$ cat config.mk
export PLATFORM = sky130hd
export DESIGN_NAME = lzrw1d_queue
export DESIGN_NICKNAME = d
export VERILOG_FILES = /design/src/hdl/lzrw1d_pkg.sv /design/src/hdl/lzrw1d_queue.sv
export SDC_FILE = /design/constraint.sdc
export NUM_CORES = 1
export LEC_CHECK = 0
export BUFFER_PORTS_ARGS = -buffer_cell sky130_fd_sc_hd__buf_2
export CORE_ASPECT_RATIO = 0.9
export CORE_MARGIN = 1
export CORE_UTILIZATION = 30
export DETAILED_ROUTE_END_ITERATION = 6
export MAX_ROUTING_LAYER = met4
export PLACE_DENSITY_LB_ADDON = 0.08
export SYNTH_ARGS = -nofsm -noshare
export SYNTH_HDL_FRONTEND = slang
export SYNTH_SLANG_ARGS = --single-unit
$ cat constraint.sdc
create_clock -name clk -period 2.08 [get_ports clk]
set_clock_uncertainty 0.2 [all_clocks]
set_input_delay 0.624 -clock clk [delete_from_list [all_inputs] [get_ports clk]]
set_output_delay 0.624 -clock clk [all_outputs]
set_load 0.005 [all_outputs]
$ cat src/hdl/lzrw1d_pkg.sv
// ----------------------------------------------------------------------------
// lzrw1d_pkg
// Shared types and constants of the LZRW1 stream decompressor: status codes,
// history window size and the command that the parser hands to the executor.
// ----------------------------------------------------------------------------
package lzrw1d_pkg;

    localparam int WIN_DEPTH = 4096;
    localparam int WIN_AW    = 12;

    // produced byte count saturates at the window size
    localparam logic [12:0] WIN_SIZE = 13'd4096;

    // items covered by one control word
    localparam logic [4:0] CTRL_ITEMS = 5'd16;

    // mode selector found in the first header byte
    localparam logic [7:0] RAW_MODE_MARK = 8'h01;

    localparam logic [1:0] ST_DATA       = 2'd0;
    localparam logic [1:0] ST_EMPTY      = 2'd1;
    localparam logic [1:0] ST_BAD_OFFSET = 2'd2;
    localparam logic [1:0] ST_TRUNC      = 2'd3;

    typedef enum logic [1:0] {
        KIND_RAW  = 2'd0,
        KIND_LIT  = 2'd1,
        KIND_COPY = 2'd2,
        KIND_STAT = 2'd3
    } kind_t;

    // data holds the byte for raw and literal beats, the status code for
    // status beats
    typedef struct packed {
        kind_t              kind;
        logic [7:0]         data;
        logic [WIN_AW-1:0]  offset;
        logic [3:0]         len_m1;
        logic               last;
    } cmd_t;

endpackage

$ cat src/hdl/lzrw1d_queue.sv
// ----------------------------------------------------------------------------
// lzrw1d_queue
// Short command FIFO between parser and executor so that each side can stall
// on its own.
// ----------------------------------------------------------------------------
module lzrw1d_queue #(
    parameter int DEPTH = 2
) (
    input  logic                clk,
    input  logic                rst_n,
    input  logic                push,
    input  lzrw1d_pkg::cmd_t    push_cmd,
    output logic                full,
    input  logic                pop,
    output logic                empty,
    output lzrw1d_pkg::cmd_t    head
);

    localparam int PTR_W = $clog2(DEPTH);
    localparam int CNT_W = $clog2(DEPTH + 1);

    lzrw1d_pkg::cmd_t entry_reg [DEPTH];
    logic [PTR_W-1:0] wr_ptr_reg, wr_ptr_next;
    logic [PTR_W-1:0] rd_ptr_reg, rd_ptr_next;
    logic [CNT_W-1:0] count_reg, count_next;

    assign full  = (count_reg == CNT_W'(DEPTH));
    assign empty = (count_reg == '0);
    assign head  = entry_reg[rd_ptr_reg];

    always_comb
    begin
        wr_ptr_next = wr_ptr_reg;
        rd_ptr_next = rd_ptr_reg;
        count_next  = count_reg;
        if (push)
        begin
            wr_ptr_next = (wr_ptr_reg == PTR_W'(DEPTH - 1)) ? '0 : wr_ptr_reg + PTR_W'(1);
        end
        if (pop)
        begin
            rd_ptr_next = (rd_ptr_reg == PTR_W'(DEPTH - 1)) ? '0 : rd_ptr_reg + PTR_W'(1);
        end
        if (push && !pop)
        begin
            count_next = count_reg + CNT_W'(1);
        end
        else if (pop && !push)
        begin
            count_next = count_reg - CNT_W'(1);
        end
    end

    always_ff @(posedge clk or negedge rst_n)
    begin
        if (!rst_n)
        begin
            wr_ptr_reg <= '0;
            rd_ptr_reg <= '0;
            count_reg  <= '0;
        end
        else
        begin
            wr_ptr_reg <= wr_ptr_next;
            rd_ptr_reg <= rd_ptr_next;
            count_reg  <= count_next;
        end
    end

    always_ff @(posedge clk)
    begin
        if (push)
        begin
            entry_reg[wr_ptr_reg] <= push_cmd;
        end
    end

    a_no_overflow: assert property (@(posedge clk) disable iff (!rst_n)
        push |-> (!full || pop))
        else $error("command pushed into a full queue");

endmodule

==> results.toml <==
[finish]
drive_above_1_share_pct = 58.99
insertedDiodeCount = 0
final_common_cell = "edfxtp_1"
area_growth_pct = 34.21
multi_input_area_um2 = 488.0
seq_area_mm2 = 0.001723
n_fill_cell = 667
layout_common_cells = "54 x edfxtp_1, 42 x buf_2, 25 x mux2_4, 17 x buf_6, 9 x clkbuf_8"
fin_nets = 206
largest_reg_flops = 54
design_area_mm2 = 0.002999
stdcell_count = 271

[die]
fp.dieW_um = 92.98
core_mm2 = 0.007112
start_util_pct = 31.42
die_y_um = 83.88
io_pins = 60
row_count = 29
die-area_mm2 = 0.007799

[placed_design]
numPlacedInstances = 255
gp_congestion = 0.6413
port_buffers = 59
dpl_cell_area_mm2 = 0.002686

[power]
leakage_nw = 1.220
p_total_mw = 3.925
vdd_drop_max_mv = 0.5088
powerDensity_mw_per_mm2 = 1309

[hold_path]
hp-start = "push_cmd[2]"
holdPathEnd = "entry_reg[1][2]$_DFFE_PP_"
holdPathStages = 1
hp-class = "input pin to register"

[global_routing]
grt_pass1_vias = 1264
grt_pass1_wl_mm = 5.954
grt_max_degree = 20
antenna_found_initial = 0
gr-total-overflow = 0
grt_usage_pct = 11.05

[worst_setup_path]
arrival_ps = 1370
crit_type = "register to output port"
end_kind = "output port"
worstPathMaxFanout = 19
critical_path_required_ps = 1260
reg2reg_slack_ps = 760
worst_r2r_endpoint = "entry_reg[1][4]$_DFFE_PP_"
r2r-start = "wr_ptr_reg$_DFFE_PN0P_"
startpoint_type = "register"
rr_worst_depth = 2

[detailed_routing]
wl_mm = 3.755
vias = 1125
antenna_left = 0
wl_per_cell_um = 13.86
drt_pass1_iterations = 4
drc = 0
first_iter_violations = 21
vias_per_cell = 4.151

[clock_network]
cts_buffers = 9
cts_setup_buffers = 0
path_clk_slew_ps = 60
clk-insertion-delay-late_ps = 320
cts-htree-levels = 3
cts_root_buffer = "clkbuf_8"
clock_path_buffers = 2
cts_sinks = 58
cts_tree = "done"

[synthesis]
yosys-top-cells-area = "edfxtp_1 73%, mux2_4 13%, dfrtp_1 4.5%, mux2_2 4.0%, buf_12 1.8%"
synth_area_mm2 = 0.002235
yosysWarnings = 0
ys_types = 13
postSynthCellCount = 100
ys_ff_latch = 58
syn_area_per_cell_um2 = 22.35
syn-num-nets = 132
synth_top_area_share_pct = 72.56
yosys.area.top_type = "edfxtp_1"
yosysSeqAreaShare_pct = 77.04

[sta]
hold_viol = 0
whs_ps = 284.5
fin_ws_ps = -116.9
drv_slew = 0
tightest_slew_ps = 172.1
rsz0062_at_grt = "true"
post-route-period-util_pct = 105.6
tns_ps = -2624
fmaxAchievable_ghz = 0.4552
finalCriticalPeriod_ps = 2197
slew_headroom_pct = 88.52
setup_viol = 27

[outcome]
status = "complete, but fails checks"
violations = "setup timing"

[flow_run]
drv_cap = 0
[worst max-delay path, cell delays in order, from the launching register on]
cell and delay, ps:
dfrtp_2 380, buf_12 200, mux2_2 350, buf_2 120
[area by class of cell]
cell class                 count  area share [%]
clock buffer                  10           4.255
clock inverter                 5           1.544
inverter                       1          0.1252
multi-input combinational     38           16.27
sequential                    58           57.45
tap                           93           3.880
timing repair buffer          66           16.48
[what timing repair did]
| action | in CTS | in global routing |
|---|---|---|
| gates resized for setup | 19 | 4 |
| hold buffers | 1 | 0 |
| setup endpoints to repair | 27 | 27 |
| hold endpoints to repair | 4 | 0 |
[report_power, final]
part	switching (mW)	internal [mW]
combinational	0.521	0.834
sequential	0.0897	1.56
clock	0.390	0.532
total	1.00	2.93
[per-layer routing]
layer	GRT usage (%)	part of all wire (%)	vias up
li1	-	-	531
met1	12.34	42	549
met2	16.98	51	39
met3	5.191	5.8	6
met4	4.615	1.7	0
met5	-	0	-
[cell usage after synthesis (all sizes together)]
cell type and number:
and2 1, buf 3, dfrtp 4, edfxtp 54, ha 1, inv 1, mux2 27, nor2 2
nor2b 2, xnor2 1, xor2 4
[logic make-up (layout without fill, tap and decap cells)]
group	count (synthesis)	in the layout	share of synthesized area [%]
XOR/XNOR	5	5	1.960
adder cells (fa/ha/maj)	1	1	0.5598
buffers and inverters	4	82	2.463
flip-flops	58	58	77.04
multiplexers	27	27	16.80
AND/OR/NAND/NOR	5	5	1.176
[through the flow]
step | util (%) | setup WS [ps]
global route | 42.17 | -193.2
finish | 42.17 | -116.9
floorplan | - | 107.1
global placement | 37.77 | 225.9
detailed placement | 37.77 | 214.7
CTS | 41.82 | -151.0
[worst max path at each step]
stage                                 from                   endpoint  slack [ps]
floorplan                             push  entry_reg[0][0]$_DFFE_PP_         110
global placement    rd_ptr_reg$_DFFE_PN0P_                   head[18]         230
detailed placement  rd_ptr_reg$_DFFE_PN0P_                   head[14]         210
CTS                 rd_ptr_reg$_DFFE_PN0P_                   head[16]        -150
global route        rd_ptr_reg$_DFFE_PN0P_                   head[16]        -190
finish              rd_ptr_reg$_DFFE_PN0P_                   head[13]        -120
No activity file was read; power rests on OpenSTA's default activity.
