`src/hdl/lzrw1d_pkg.sv`:
```
// ----------------------------------------------------------------------------
// lzrw1d_pkg
// Shared types and constants of the LZRW1 stream decompressor: status codes,
// history window size and the command that the parser hands to the executor.
// ----------------------------------------------------------------------------
package lzrw1d_pkg;

    localparam int WIN_DEPTH = 4096;
    localparam int WIN_AW    = 12;

    // produced byte count saturates at the window size
    localparam logic [12:0] WIN_SIZE = 13'd4096;

    // items covered by one control word
    localparam logic [4:0] CTRL_ITEMS = 5'd16;

    // mode selector found in the first header byte
    localparam logic [7:0] RAW_MODE_MARK = 8'h01;

    localparam logic [1:0] ST_DATA       = 2'd0;
    localparam logic [1:0] ST_EMPTY      = 2'd1;
    localparam logic [1:0] ST_BAD_OFFSET = 2'd2;
    localparam logic [1:0] ST_TRUNC      = 2'd3;

    typedef enum logic [1:0] {
        KIND_RAW  = 2'd0,
        KIND_LIT  = 2'd1,
        KIND_COPY = 2'd2,
        KIND_STAT = 2'd3
    } kind_t;

    // data holds the byte for raw and literal beats, the status code for
    // status beats
    typedef struct packed {
        kind_t              kind;
        logic [7:0]         data;
        logic [WIN_AW-1:0]  offset;
        logic [3:0]         len_m1;
        logic               last;
    } cmd_t;

endpackage

```
`src/hdl/lzrw1d_front.sv`:
```
// ----------------------------------------------------------------------------
// lzrw1d_front
// Stream parser: walks the header, control words and item bytes, checks copy
// offsets against the bytes produced so far and pushes one command for every
// input beat that causes output.
// ----------------------------------------------------------------------------
module lzrw1d_front #(
    parameter int HEADER_BYTES = 4
) (
    input  logic                clk,
    input  logic                rst_n,
    input  logic                s_tvalid,
    output logic                s_tready,
    input  logic [7:0]          s_tdata,
    input  logic                s_tlast,
    input  logic                q_full,
    output logic                push,
    output lzrw1d_pkg::cmd_t    push_cmd
);

    localparam int HC_W = $clog2(HEADER_BYTES + 1);

    typedef enum logic [3:0] {
        PH_CTRL_LO = 4'b0001,
        PH_CTRL_HI = 4'b0010,
        PH_ITEM    = 4'b0100,
        PH_COPY2   = 4'b1000
    } phase_t;

    logic [HC_W-1:0] hdr_cnt_reg, hdr_cnt_next;
    logic            raw_mode_reg, raw_mode_next;
    phase_t          phase_reg, phase_next;
    logic [15:0]     ctrl_word_reg, ctrl_word_next;
    logic [4:0]      ctrl_left_reg, ctrl_left_next;
    logic [7:0]      item_byte_reg, item_byte_next;
    logic [12:0]     produced_reg, produced_next;

    logic                      accept;
    logic                      has_result;
    logic                      trunc;
    logic [lzrw1d_pkg::WIN_AW-1:0] offset;
    logic [4:0]                copy_len;
    logic [12:0]               sum_lit;
    logic [12:0]               sum_copy;
    logic [4:0]                left_dec;
    lzrw1d_pkg::cmd_t          cmd;

    assign s_tready = !q_full;
    assign accept   = s_tvalid && s_tready;

    assign offset   = {item_byte_reg[7:4], s_tdata};
    assign copy_len = {1'b0, item_byte_reg[3:0]} + 5'd1;
    assign sum_lit  = produced_reg + 13'd1;
    assign sum_copy = produced_reg + {8'd0, copy_len};
    assign left_dec = (ctrl_left_reg != 5'd0) ? ctrl_left_reg - 5'd1 : ctrl_left_reg;

    always_comb
    begin
        hdr_cnt_next   = hdr_cnt_reg;
        raw_mode_next  = raw_mode_reg;
        phase_next     = phase_reg;
        ctrl_word_next = ctrl_word_reg;
        ctrl_left_next = ctrl_left_reg;
        item_byte_next = item_byte_reg;
        produced_next  = produced_reg;
        has_result     = 1'b0;
        trunc          = 1'b0;
        cmd            = '0;
        cmd.kind       = lzrw1d_pkg::KIND_LIT;
        cmd.data       = s_tdata;
        cmd.offset     = offset;
        cmd.len_m1     = item_byte_reg[3:0];
        cmd.last       = s_tlast;

        if (hdr_cnt_reg < HC_W'(HEADER_BYTES))
        begin
            if (hdr_cnt_reg == '0)
            begin
                raw_mode_next = (s_tdata == lzrw1d_pkg::RAW_MODE_MARK);
            end
            hdr_cnt_next = hdr_cnt_reg + HC_W'(1);
            trunc        = (hdr_cnt_next < HC_W'(HEADER_BYTES));
        end
        else if (raw_mode_reg)
        begin
            has_result = 1'b1;
            cmd.kind   = lzrw1d_pkg::KIND_RAW;
        end
        else
        begin
            case (phase_reg)
                PH_CTRL_LO:
                begin
                    ctrl_word_next = {8'd0, s_tdata};
                    phase_next     = PH_CTRL_HI;
                    trunc          = 1'b1;
                end
                PH_CTRL_HI:
                begin
                    ctrl_word_next = {s_tdata, ctrl_word_reg[7:0]};
                    ctrl_left_next = lzrw1d_pkg::CTRL_ITEMS;
                    phase_next     = PH_ITEM;
                    trunc          = 1'b1;
                end
                PH_ITEM:
                begin
                    if (ctrl_word_reg[0])
                    begin
                        item_byte_next = s_tdata;
                        phase_next     = PH_COPY2;
                        trunc          = 1'b1;
                    end
                    else
                    begin
                        has_result     = 1'b1;
                        cmd.kind       = lzrw1d_pkg::KIND_LIT;
                        produced_next  = (sum_lit > lzrw1d_pkg::WIN_SIZE) ?
                                         lzrw1d_pkg::WIN_SIZE : sum_lit;
                        ctrl_word_next = {1'b0, ctrl_word_reg[15:1]};
                        ctrl_left_next = left_dec;
                        phase_next     = (left_dec != 5'd0) ? PH_ITEM : PH_CTRL_LO;
                    end
                end
                PH_COPY2:
                begin
                    has_result = 1'b1;
                    if (offset == '0 || {1'b0, offset} > produced_reg)
                    begin
                        cmd.kind = lzrw1d_pkg::KIND_STAT;
                        cmd.data = {6'd0, lzrw1d_pkg::ST_BAD_OFFSET};
                    end
                    else
                    begin
                        cmd.kind      = lzrw1d_pkg::KIND_COPY;
                        produced_next = (sum_copy > lzrw1d_pkg::WIN_SIZE) ?
                                        lzrw1d_pkg::WIN_SIZE : sum_copy;
                    end
                    ctrl_word_next = {1'b0, ctrl_word_reg[15:1]};
                    ctrl_left_next = left_dec;
                    phase_next     = (left_dec != 5'd0) ? PH_ITEM : PH_CTRL_LO;
                end
                default:
                begin
                    phase_next = PH_CTRL_LO;
                end
            endcase
        end

        // a final beat with no output of its own still reports a status
        if (s_tlast && !has_result)
        begin
            cmd.kind = lzrw1d_pkg::KIND_STAT;
            cmd.data = {6'd0, trunc ? lzrw1d_pkg::ST_TRUNC : lzrw1d_pkg::ST_EMPTY};
        end

        // end of stream: return to the initial parse state
        if (s_tlast)
        begin
            hdr_cnt_next   = '0;
            raw_mode_next  = 1'b0;
            phase_next     = PH_CTRL_LO;
            ctrl_word_next = '0;
            ctrl_left_next = '0;
            item_byte_next = '0;
            produced_next  = '0;
        end
    end

    assign push     = accept && (has_result || s_tlast);
    assign push_cmd = cmd;

    always_ff @(posedge clk or negedge rst_n)
    begin
        if (!rst_n)
        begin
            hdr_cnt_reg   <= '0;
            raw_mode_reg  <= 1'b0;
            phase_reg     <= PH_CTRL_LO;
            ctrl_word_reg <= '0;
            ctrl_left_reg <= '0;
            item_byte_reg <= '0;
            produced_reg  <= '0;
        end
        else if (accept)
        begin
            hdr_cnt_reg   <= hdr_cnt_next;
            raw_mode_reg  <= raw_mode_next;
            phase_reg     <= phase_next;
            ctrl_word_reg <= ctrl_word_next;
            ctrl_left_reg <= ctrl_left_next;
            item_byte_reg <= item_byte_next;
            produced_reg  <= produced_next;
        end
    end

endmodule

```
`config.mk`:
```
export PLATFORM = sky130hd
export DESIGN_NAME = lzrw1d_front
export DESIGN_NICKNAME = d
export VERILOG_FILES = /design/src/hdl/lzrw1d_pkg.sv /design/src/hdl/lzrw1d_front.sv
export SDC_FILE = /design/constraint.sdc
export NUM_CORES = 1
export LEC_CHECK = 0
export BUFFER_PORTS_ARGS = -buffer_cell sky130_fd_sc_hd__buf_2
export CAP_MARGIN = 0
export CORE_ASPECT_RATIO = 1.1
export CORE_MARGIN = 2
export CORE_UTILIZATION = 60
export CTS_BUF_LIST = sky130_fd_sc_hd__clkbuf_4 sky130_fd_sc_hd__clkbuf_8 sky130_fd_sc_hd__clkbuf_16
export CTS_CLUSTER_DIAMETER = 30
export CTS_CLUSTER_SIZE = 12
export DETAILED_ROUTE_END_ITERATION = 8
export PLACE_DENSITY = 0.81
export SYNTH_ARGS = -nofsm -noshare
export SYNTH_HDL_FRONTEND = slang
export SYNTH_SLANG_ARGS = --single-unit
```
`constraint.sdc`:
```
create_clock -name clk -period 4.5 [get_ports clk]
set_input_delay 0.675 -clock clk [delete_from_list [all_inputs] [get_ports clk]]
set_output_delay 0.675 -clock clk [all_outputs]
set_load 0.01 [all_outputs]
```
==> summary.md <==
| Metric | Value |
|---|---|
| Post-synth net total | between 500 and 600 |
| # nets final | 548 |
| Final Worst Setup Slack | 556 ps |
| Post-CTS Setup Bufs | 0 |
| Post-CTS Resized | 0 |
| Largest stage delay, worst path | roughly 610 ps |
| Drc violations | 0 |
| DP Wirelength | 8330 um |
| Hold Fails Final Rpt | 0 |
| Worst setup endpoint | push_cmd[18] |
| Final slew viol count | 0 |
| Sequential cell area fraction in the yosys report | between 30% and 40% |
| GRT Total Usage | 30.7% |
| Worst Setup SP | produced_reg[7]$_DFFE_PN0P_ |
| Synth Warn # | 0 |
| Layout cells sized above 1 | 14.0% |
| P&R area growth vs syn | 5.64% |
| Remaining antenna violation count | 0 |
| Post-synthesis instance total | roughly 500 |
| Setup slack, reg-to-reg | 1390 ps |
| VDD IR max | roughly 0.23 mV |
| Core ar. | about 0.0066 mm2 |
| Reg-to-Reg Start | produced_reg[0]$_DFFE_PN0P_ |
| Hold_buf cts | 0 |
| Die H | 90.9 um |
| Max FFs per register | 16 |
| Clk pin slew, worst setup/hold paths | 100 ps |
| Port Buf Inserts | 41 |
| Largest cells by area after synthesis | dfrtp_1, ha_1, a21oi_1 |
| Max Root-Sink Buffers | 2 |
| First-pass GRT wire length | roughly 19000 um |
| First drt pass iteration count | 7 |
| Reg-to-Reg End | produced_reg[2]$_DFFE_PN0P_ |
| Reg2Reg Depth | 11 |
| Critical path's slowest cell | o41ai_1 |
| Routability Congestion | 0.951 |
| Worst Path Max Fanout | 10 |
| Drt initial violations | 300 |
| Overflow left after global routing | 0 |
| Vias in the first global route | 4012 |
| Ant diodes | 0 |
| Mean Syn Cell Area | just over 8 um2 |
| Yosys top cell area share | 29.7% |
| Drt wl/cell | ~20 um |
| Number of cell rows | 31 |
| Final hold slack | 456 ps |
| Starting Density | 62.2% |
| WL final | approximately 12000 um |
| HP Class | in -> async |
| Vias | 4054 |
| CP Class | reg -> out |
| Setup crit start kind | register |
| Fillers | 550 |
| Die area | around 0.0076 mm2 |
| Worst Tran Pin Value | 1070 ps |
| Top-count cell post-synth | dfrtp_1 |
| Highest clock rate | approximately 250 MHz |
| Max-Cap Viols | 0 |
| Most used DFF post-synth | dfrtp_1 |
| Power Density | 330 mW/mm2 |
| Antenna violations before repair | 0 |
| Clk Latency, worst-skew pair | 310 ps |
| Final worst-path cycle share | 87.7% |
| Leakage | between 1.5 and 2 nW |
| Chip Width | about 83 um |
| Pre-CTS setup slack | 968 ps |
| H-tree depth | 2 |
| Mapped cell area | 0.00412 mm2 |
| #FFs+latches synth | 50 |
| Worst setup EP type | primary output |
| Run status | complete, no violations |
| RSZ-0062 raised after global routing | no |
| Req. time, crit path | about 3800 ps |
| Post-synth ARST share | between 90% and 100% |
| Synth cell count leaders | dfrtp_1, nand2_1, a21oi_1, nor2_1, o21ai_0 |
| Setup TNS | 0 ps |
| Worst slew margin | ~28% |
| CTS root buffer | clkbuf_8 |
| Cts bufs inserted | 5 |
| Post-synth EDFFs | 0 |
| Clock period minus worst slack | 3940 ps |
| IO Pins | 42 |
| Synth area leader | dfrtp_1 |
| Critical Path AT | 3270 ps |
| Routed vias/inst | 6.80 |
| Post-synth cell types | 64 |
| CTS tree | built |
| Clock sinks | 50 |
| Final setup fails | 0 |
| Final Skew | 2.85 ps |
| Largest net degree at the start of global routing | 51 |
| Ordered cell list for the critical path | inv_1, ha_1, nand3_1, o41ai_1, a21oi_1, o21ai_1, a32oi_1, buf_2 |
## cells in the final DEF, fill, tap and decap left out, drive strengths merged, types with 6 or more instances in the layout
| master | count |
|---|---|
| a2111oi | 7 |
| a211oi | 7 |
| a21oi | 37 |
| a22o | 9 |
| a22oi | 17 |
| and3 | 10 |
| buf | 44 |
| dfrtp | 49 |
| ha | 21 |
| inv | 27 |
| mux2i | 6 |
| nand2 | 46 |
| nand2b | 10 |
| nand3 | 9 |
| nand4 | 9 |
| nor2 | 37 |
| nor2b | 7 |
| nor3 | 17 |
| nor4 | 8 |
| o211ai | 6 |
| o21ai | 40 |
| o22ai | 8 |
| xnor2 | 8 |
| xor2 | 8 |
## where the power goes
part,total [mW],switching [mW],internal [mW]
registers,0.635,0.114,0.521
clock network,0.333,0.167,0.166
logic,0.469,0.283,0.187
## final cells by class
| cell class | instances | area (um2) | share of cell area (%) |
|---|---|---|---|
| sequential | 50 | 1250 | 28.8 |
| tap | 82 | 103 | 2.36 |
| clock inverter | 3 | 45.0 | 1.03 |
| clock buffer | 5 | 68.8 | 1.58 |
| timing repair buffer | 44 | 228 | 5.23 |
| inverter | 27 | 101 | 2.33 |
| multi-input combinational | 385 | 2560 | 58.7 |
## cell families after synthesis
family	after synthesis	share of synthesized area (%)
simple gates	172	22.5
compound gates	168	27.6
buf+inv	63	7.59
flops	50	30.4
fa+ha+maj	22	6.86
xor+xnor	16	3.40
mux	7	1.73
## layer usage
layer	vias to the layer above	share of wire, %	global-route usage (%)
met3	36	7.0	4.18
met1	1942	41	39.0
met2	202	50	52.2
met4	0	2.7	13.3
li1	1874	-	-
met5	-	0	0
## how the worst min path moves through the flow
| stage | startpoint | end | slack [ps] |
|---|---|---|---|
| floorplan | rst_n | ctrl_left_reg[0]$_DFFE_PN0P_ | 380 |
| global placement | ctrl_word_reg[13]$_DFFE_PN0P_ | ctrl_word_reg[13]$_DFFE_PN0P_ | 470 |
| detailed placement | ctrl_word_reg[13]$_DFFE_PN0P_ | ctrl_word_reg[13]$_DFFE_PN0P_ | 480 |
| CTS | rst_n | item_byte_reg[4]$_DFFE_PN0P_ | 490 |
| global route | ctrl_word_reg[10]$_DFFE_PN0P_ | ctrl_word_reg[10]$_DFFE_PN0P_ | 520 |
| finish | rst_n | produced_reg[4]$_DFFE_PN0P_ | 460 |
## metrics by stage
step	instance area (um2)	cells	power, mW	utilization, %
final	4360	596	1.44	65.7
after detailed placement	4240	588	1.09	64.0
after floorplan	4120	498	0.975	-
after global routing	4360	596	1.52	65.7
after global placement	4240	588	1.08	64.0
after CTS	4360	596	1.42	65.7
## worst max-delay path, delay by kind of cell (launching register included)
family,cells,cell delay (ps)
buf+inv,2,390
simple gates,1,120
fa+ha+maj,1,340
flops,1,600
compound gates,4,1500
No activity file was read; power rests on OpenSTA's default activity.
